## src/sv/fps_pkg.sv

```systemverilog
// fps_pkg: shared constants, item structs and codes for the furthest point sampler
// depends on nothing; imported by every module of the block

package fps_pkg;

	localparam int MAX_POINTS   = 1024;
	localparam int COORD_BITS   = 16;
	localparam int DIFF_BITS    = COORD_BITS + 1;
	localparam int SQ_BITS      = 2 * COORD_BITS;
	localparam int DIST_BITS    = 2 * COORD_BITS + 2;
	localparam int IDX_BITS     = $clog2(MAX_POINTS);
	localparam int CNT_BITS     = $clog2(MAX_POINTS + 1);
	localparam int OUT_IDX_BITS = 10;

	typedef enum logic [1:0] {
		ACT_LOAD   = 2'd0,
		ACT_SAMPLE = 2'd1,
		ACT_CLEAR  = 2'd2,
		ACT_NONE   = 2'd3
	} action_t;

	typedef enum logic [1:0] {
		STAT_OK    = 2'd0,
		STAT_EMPTY = 2'd1,
		STAT_FULL  = 2'd2
	} status_t;

	typedef enum logic [2:0] {
		SEQ_IDLE,
		SEQ_SWEEP,
		SEQ_DRAIN,
		SEQ_FETCH,
		SEQ_EMIT
	} seq_state_t;

	typedef logic signed [COORD_BITS-1:0] coord_t;

	typedef struct packed {
		action_t action;
		coord_t  x_coord;
		coord_t  y_coord;
		coord_t  z_coord;
	} in_item_t;

	typedef struct packed {
		logic [OUT_IDX_BITS-1:0] sample_index;
		coord_t                  out_x;
		coord_t                  out_y;
		coord_t                  out_z;
		status_t                 status;
	} out_item_t;

	typedef struct packed {
		coord_t x;
		coord_t y;
		coord_t z;
	} point_t;

	typedef struct packed {
		logic                 valid;
		logic [IDX_BITS-1:0]  idx;
		logic [DIST_BITS-1:0] min_dist;
	} dist_res_t;

endpackage

```

## src/sv/fps_dist_unit.sv

```systemverilog
// fps_dist_unit: three-stage squared distance and running minimum, one point per cycle
// depends on fps_pkg

module fps_dist_unit (
	input  logic                            clk,
	input  logic                            arst_n,
	input  logic                            pt_valid,
	input  fps_pkg::point_t                 pt,
	input  logic [fps_pkg::IDX_BITS-1:0]    pt_idx,
	input  logic [fps_pkg::DIST_BITS-1:0]   pt_min,
	input  fps_pkg::point_t                 chosen,
	output fps_pkg::dist_res_t              res
);
	import fps_pkg::*;

	logic signed [DIFF_BITS-1:0]   dx, dy, dz;
	logic signed [DIFF_BITS-1:0]   dx_s2, dy_s2, dz_s2;
	logic                          v_s2, v_s3, v_s4;
	logic [IDX_BITS-1:0]           idx_s2, idx_s3, idx_s4;
	logic [DIST_BITS-1:0]          min_s2, min_s3, min_s4;
	logic signed [2*DIFF_BITS-1:0] px, py, pz;
	logic [SQ_BITS-1:0]            sqx_s3, sqy_s3, sqz_s3;
	logic [DIST_BITS-1:0]          sum, new_min;

	assign dx = DIFF_BITS'(pt.x) - DIFF_BITS'(chosen.x);
	assign dy = DIFF_BITS'(pt.y) - DIFF_BITS'(chosen.y);
	assign dz = DIFF_BITS'(pt.z) - DIFF_BITS'(chosen.z);

	assign px = dx_s2 * dx_s2;
	assign py = dy_s2 * dy_s2;
	assign pz = dz_s2 * dz_s2;

	assign sum = DIST_BITS'(sqx_s3) + DIST_BITS'(sqy_s3) + DIST_BITS'(sqz_s3);
	assign new_min = (sum < min_s3) ? sum : min_s3;

	always_ff @(posedge clk or negedge arst_n) begin
		if (!arst_n) begin
			v_s2 <= 1'b0;
			v_s3 <= 1'b0;
			v_s4 <= 1'b0;
		end else begin
			v_s2 <= pt_valid;
			v_s3 <= v_s2;
			v_s4 <= v_s3;
		end
	end

	always_ff @(posedge clk) begin
		dx_s2  <= dx;
		dy_s2  <= dy;
		dz_s2  <= dz;
		idx_s2 <= pt_idx;
		min_s2 <= pt_min;
		sqx_s3 <= px[SQ_BITS-1:0];
		sqy_s3 <= py[SQ_BITS-1:0];
		sqz_s3 <= pz[SQ_BITS-1:0];
		idx_s3 <= idx_s2;
		min_s3 <= min_s2;
		idx_s4 <= idx_s3;
		min_s4 <= new_min;
	end

	assign res = '{valid: v_s4, idx: idx_s4, min_dist: min_s4};

endmodule

```

## config.mk

```make
export PLATFORM = sky130hd
export DESIGN_NAME = fps_dist_unit
export DESIGN_NICKNAME = d
export VERILOG_FILES = /design/src/sv/fps_pkg.sv /design/src/sv/fps_dist_unit.sv
export SDC_FILE = /design/constraint.sdc
export NUM_CORES = 2
export LEC_CHECK = 0
export BUFFER_PORTS_ARGS = -buffer_cell sky130_fd_sc_hd__buf_2
export CORE_MARGIN = 8
export CORE_UTILIZATION = 60
export DETAILED_ROUTE_END_ITERATION = 12
export PLACE_DENSITY = 0.78
export SYNTH_ARGS = -nofsm -noshare
export SYNTH_HDL_FRONTEND = slang
export SYNTH_SLANG_ARGS = --single-unit
```

## constraint.sdc

```tcl
create_clock -name clk -period 8.3 [get_ports clk]
set_clock_uncertainty 0.15 [all_clocks]
set_input_delay 1.66 -clock clk [delete_from_list [all_inputs] [get_ports clk]]
set_output_delay 1.66 -clock clk [all_outputs]
set_load 0.01 [all_outputs]
```

# Word level (Yosys, flattened, before mapping)
# Cells that the tools add are included.
[word_totals]
out_inout_bits = 45
regBits = 282
[op_classes]
order_cmp = 1
n_mul = 3
n_addsub = 5
mux = 1
[ops]
columns = ["cell", "count"]
rows = [
  ["$mul A17 B17 Y32", 3],
  ["$sub A16 B16 Y17", 3],
  ["$add A33 B32 Y34", 1],
  ["$lt A34 B34 Y1", 1],
  ["$mux W34", 1],
  ["$add A32 B32 Y33", 1],
]

# Longest topological paths before layout
[depth]
depth_word = 4
depth_mapped = 25

# Least setup slack after synthesis
# No wires, ideal clock.
[synth_path]
path_kind = "reg-to-reg"
from = "register dx_s2[2]"
to = "register sqx_s3[31]"
path_buffers = 2
t_arrival_ps = 6134
setup_ps = 72
path_stages_with_launch = 25
path_slack_ps = 1945
period_less_slack_ps = 6355
path_cell_list = "dfxtp_1 -> clkbuf_1 -> clkbuf_1 -> nand2_1 -> fa_1 -> inv_1 -> fa_1 -> fa_1 -> inv_1 -> fa_1 -> inv_1 -> fa_1 -> inv_1 -> fa_1 -> inv_1 -> ha_1 -> and4_1 -> and2_1 -> a32oi_1 -> o22ai_1 -> a41oi_1 -> o2111ai_1 -> a31o_2 -> a21oi_1 -> xor2_1"
[synth_via]
elab_chain_cells = 1
[synth_lines]
columns = ["item", "line", "text"]
rows = [
  ["from (decl)", "fps_dist_unit.sv:17", "logic signed [DIFF_BITS-1:0] dx_s2, dy_s2, dz_s2;"],
  ["from (signal assigned)", "fps_dist_unit.sv:49", "dx_s2 <= dx;"],
  ["$mul A17 B17 Y32", "fps_dist_unit.sv:29", "assign px = dx_s2 * dx_s2;"],
  ["net px[31]", "fps_dist_unit.sv:21", "logic signed [2*DIFF_BITS-1:0] px, py, pz;"],
  ["to (signal assigned)", "fps_dist_unit.sv:54", "sqx_s3 <= px[SQ_BITS-1:0];"],
  ["to (decl)", "fps_dist_unit.sv:22", "logic [SQ_BITS-1:0] sqx_s3, sqy_s3, sqz_s3;"],
]
# The timed path passes the listed nets, and every way through them passes these cells.

# Worst setup path in the final report
[layout_path]
from = "register dx_s2[4]"
to = "register sqx_s3[31]"
# Same word-level chain as after synthesis.

==> flow_results.xml <==
<?xml version="1.0" encoding="UTF-8"?>
<metrics>
  <group name="run_status">
    <metric name="status" unit="">complete, no violations</metric>
  </group>
  <group name="setup_path">
    <metric name="critical_path.slowest_cell" unit="">sky130_fd_sc_hd__dfxtp_1</metric>
    <metric name="cp_top_family" unit="">adder cells</metric>
    <metric name="library_cell_appearing_most_often_on_the_critical_path" unit="">sky130_fd_sc_hd__fa_1</metric>
    <metric name="endpoint_kind" unit="">flop</metric>
    <metric name="timing.setup.critical_path_class" unit="">reg -&gt; reg</metric>
    <metric name="ff2ff_path_depth" unit="">20</metric>
    <metric name="timing.critical_path.depth" unit="">20</metric>
    <metric name="worst_setup_path_start_kind" unit="">flop</metric>
    <metric name="cpPeakStageDelay" unit="ns">0.80</metric>
    <metric name="cp_data_arrival_time" unit="ns">7.24</metric>
    <metric name="critical_path_peak_fanout" unit="">19</metric>
    <metric name="cp_cell_sequence" unit="">nand2_1, fa_1, fa_1, inv_1, fa_1, fa_1, inv_1, fa_1, fa_1, inv_1, ha_1, and4_1, and2_1, a32oi_1, o22ai_1, a41oi_1, o2111ai_1, a31o_2, a21oi_1, xor2_1</metric>
    <metric name="cp.buffers_inverters" unit="">3</metric>
    <metric name="timing.critical_path.required" unit="ns">8.64</metric>
  </group>
  <group name="placed_design">
    <metric name="numPlacedInstances" unit="">5060</metric>
    <metric name="port_buffers" unit="">187</metric>
    <metric name="place_congestion" unit="">0.914</metric>
    <metric name="detailedPlacementHpwl" unit="mm">69.7</metric>
  </group>
  <group name="yosys">
    <metric name="yosysWarningCount" unit="">0</metric>
    <metric name="synth_ff_type" unit="">sky130_fd_sc_hd__dfxtp_1</metric>
    <metric name="post_synth_arst_share" unit="%">1.08</metric>
    <metric name="synth_edf_count" unit="">0</metric>
    <metric name="post_synth_inst_count" unit="">4080</metric>
    <metric name="ys_types" unit="">77</metric>
    <metric name="syn_avg_cell_area" unit="sq um">9.63</metric>
    <metric name="synth.cell_area" unit="sq mm">0.0393</metric>
    <metric name="yosys_register_bits" unit="">279</metric>
    <metric name="sequential_share_of_the_synthesized_area" unit="%">14.3</metric>
  </group>
  <group name="floorplanning">
    <metric name="die_area" unit="sq mm">0.0739</metric>
    <metric name="horizontal_die_dimension" unit="microns">272</metric>
    <metric name="dieHeight" unit="microns">272</metric>
    <metric name="initial_util" unit="%">60.2</metric>
    <metric name="placement_rows" unit="">94</metric>
    <metric name="core_region_area" unit="sq mm">0.0653</metric>
    <metric name="floorplan.io_pins" unit="">188</metric>
  </group>
  <group name="cts">
    <metric name="number_of_buffers_created_by_cts" unit="">35</metric>
    <metric name="worst_setup_hold_path_clk_slew" unit="ns">0.06</metric>
    <metric name="cts.sinks" unit="">279</metric>
    <metric name="htree_levels" unit="">2</metric>
    <metric name="count_of_buffers_added_by_post_cts_timing_repair_for_setup" unit="">0</metric>
    <metric name="ctsResizeCount" unit="">0</metric>
    <metric name="cts_hold_buf" unit="">0</metric>
    <metric name="worst_skew_pair.late_latency" unit="ns">0.56</metric>
    <metric name="tritoncts_clock_tree" unit="">yes</metric>
    <metric name="cts_max_path_buffers" unit="">3</metric>
    <metric name="root_buffer" unit="">sky130_fd_sc_hd__clkbuf_16</metric>
  </group>
  <group name="final_layout">
    <metric name="post_layout_nonfiller_instances" unit="">5123</metric>
    <metric name="antennaDiodeCount" unit="">0</metric>
    <metric name="finish.utilization" unit="%">64.8</metric>
    <metric name="filler_cell_count" unit="">5153</metric>
    <metric name="most_common_library_cell_in_the_layout_ignoring_fill_and_taps" unit="">sky130_fd_sc_hd__inv_1</metric>
    <metric name="synthToLayoutAreaGrowth" unit="%">7.64</metric>
    <metric name="fin_nets" unit="">5545</metric>
    <metric name="layout_common_cells" unit="">1113 x sky130_fd_sc_hd__inv_1, 801 x sky130_fd_sc_hd__fa_1, 368 x sky130_fd_sc_hd__ha_1</metric>
    <metric name="drive_gt1_share" unit="%">7.14</metric>
  </group>
  <group name="sta">
    <metric name="setup-violations-final" unit="">0</metric>
    <metric name="grt_setup_unrepaired" unit="">no</metric>
    <metric name="hold_viol_final" unit="">0</metric>
    <metric name="timing.final.crit_share" unit="%">83.2</metric>
    <metric name="slew-limit-headroom" unit="%">42.0</metric>
    <metric name="setup_tns" unit="ns">0</metric>
    <metric name="max_slew.worst_pin.slew" unit="ns">0.869</metric>
    <metric name="slew_violations" unit="">0</metric>
    <metric name="holdWs" unit="ns">0.168</metric>
    <metric name="max_clock_freq" unit="MHz">145</metric>
    <metric name="period_needed" unit="ns">6.91</metric>
  </group>
  <group name="flow_run">
    <metric name="cap_violations" unit="">0</metric>
  </group>
  <group name="detailed_routing">
    <metric name="remaining_drc_errors" unit="">0</metric>
    <metric name="postRouteAntennaNets" unit="">0</metric>
    <metric name="drt-wirelength-per-cell" unit="microns">16.1</metric>
    <metric name="drt-vias-per-instance" unit="">5.24</metric>
    <metric name="drt_first_iter_violations" unit="">1686</metric>
    <metric name="routed-via-count" unit="">26900</metric>
    <metric name="postRouteWirelength" unit="mm">82.4</metric>
    <metric name="detailedRoute.firstPassIterationCount" unit="">5</metric>
  </group>
  <group name="grt">
    <metric name="grt_pass1_wl" unit="mm">141</metric>
    <metric name="first_global_vias" unit="">29400</metric>
    <metric name="antenna_found_initial" unit="">0</metric>
    <metric name="groute.usage.overall" unit="%">23.3</metric>
    <metric name="grt_overflow" unit="">0</metric>
    <metric name="largest_net_degree_at_the_start_of_global_routing" unit="">51</metric>
  </group>
  <group name="min_path">
    <metric name="worst_hold_path.num_cells" unit="">0</metric>
    <metric name="hold_path_class" unit="">reg -&gt; reg</metric>
  </group>
</metrics>
state kept, by name, indices dropped and copies added (netlist names):
signal,count
idx_s2,10
min_s4,34
min_s2,34
sqz_s3,31
dz_s2,17
dx_s2,17
sqx_s3,31
idx_s3,10
v_s4,1
sqy_s3,31
v_s3,1
dy_s2,17
min_s3,34
v_s2,1
idx_s4,10
path summary, 6_finish.rpt:
kind                            startpoint         end  slack [ns]
worst max-delay path              dx_s2[4]  sqx_s3[31]        1.39
worst min-delay path             idx_s2[8]   idx_s3[8]        0.17
worst max register to register    dx_s2[4]  sqx_s3[31]        1.39
worst min register to register   idx_s2[8]   idx_s3[8]        0.17
max in group asynchronous           arst_n        v_s2        7.15
min in group asynchronous           arst_n        v_s4        0.74
synth_stat cells, types with 3 or more instances:
library cell	number	area (sq um)
sky130_fd_sc_hd__a2111oi_0	4	35.0
sky130_fd_sc_hd__a211o_1	6	52.6
sky130_fd_sc_hd__a211oi_1	16	120
sky130_fd_sc_hd__a21o_1	42	315
sky130_fd_sc_hd__a21oi_1	126	631
sky130_fd_sc_hd__a31o_2	11	96.3
sky130_fd_sc_hd__a31oi_1	9	56.3
sky130_fd_sc_hd__and2_1	167	1040
sky130_fd_sc_hd__and3_1	14	87.6
sky130_fd_sc_hd__and4_1	3	26.3
sky130_fd_sc_hd__buf_2	3	15.0
sky130_fd_sc_hd__clkbuf_1	73	274
sky130_fd_sc_hd__dfrtp_1	3	75.1
sky130_fd_sc_hd__dfxtp_1	276	5530
sky130_fd_sc_hd__fa_1	801	16000
sky130_fd_sc_hd__ha_1	368	4600
sky130_fd_sc_hd__inv_1	1113	4180
sky130_fd_sc_hd__mux2_2	13	146
sky130_fd_sc_hd__mux2i_1	3	30.0
sky130_fd_sc_hd__nand2_1	292	1100
sky130_fd_sc_hd__nand2b_1	30	188
sky130_fd_sc_hd__nand3_1	25	125
sky130_fd_sc_hd__nand4_1	8	50.1
sky130_fd_sc_hd__nor2_1	145	544
sky130_fd_sc_hd__nor2b_1	51	319
sky130_fd_sc_hd__nor3_1	34	170
sky130_fd_sc_hd__nor4_1	4	25.0
sky130_fd_sc_hd__o2111ai_1	3	26.3
sky130_fd_sc_hd__o211ai_1	9	67.6
sky130_fd_sc_hd__o21a_1	35	263
sky130_fd_sc_hd__o21ai_0	85	425
sky130_fd_sc_hd__o21ai_1	9	45.0
sky130_fd_sc_hd__o21bai_1	16	120
sky130_fd_sc_hd__o22ai_1	6	37.5
sky130_fd_sc_hd__o31a_1	8	70.1
sky130_fd_sc_hd__o31ai_1	3	22.5
sky130_fd_sc_hd__o41ai_1	3	26.3
sky130_fd_sc_hd__or2_2	9	56.3
sky130_fd_sc_hd__or3_1	9	56.3
sky130_fd_sc_hd__xnor2_1	159	1390
sky130_fd_sc_hd__xor2_1	42	368
kinds of logic after synthesis:
group | after synthesis | share of synthesized area [%]
buf+inv | 1191 | 11.4
fa+ha+maj | 1169 | 52.5
simple gates | 799 | 9.82
compound gates | 423 | 7.07
flops | 279 | 14.3
xor+xnor | 201 | 4.48
mux | 16 | 0.449
other cells | 2 | 0.0191
metal layers:
metal	vias to the layer above	GRT usage [%]	wire length (microns)
met5	-	0	0
met3	183	3.53	5120
met2	800	39.9	40700
met4	0	8.09	2870
met1	13400	30.0	33700
li1	12500	-	-
cell type report:
class	instances	area [sq um]	area share (%)
multi-input cells	2611	29200	69.1
flip-flops and latches	279	5600	13.2
inverters	1113	4180	9.88
well taps	864	1080	2.56
repair buffers	193	981	2.32
clock buffers	41	918	2.17
clock inverters	22	300	0.710
through the flow:
step	instance area, sq um	setup slack (ns)
finish	42300	1.39
global route	42300	0.900
floorplan	39300	1.94
detailed placement	41100	1.45
CTS	42300	1.43
global placement	41100	1.53
Power is not shown: default switching activity piles up to over one toggle a cycle in this logic, so the estimate is an artifact.
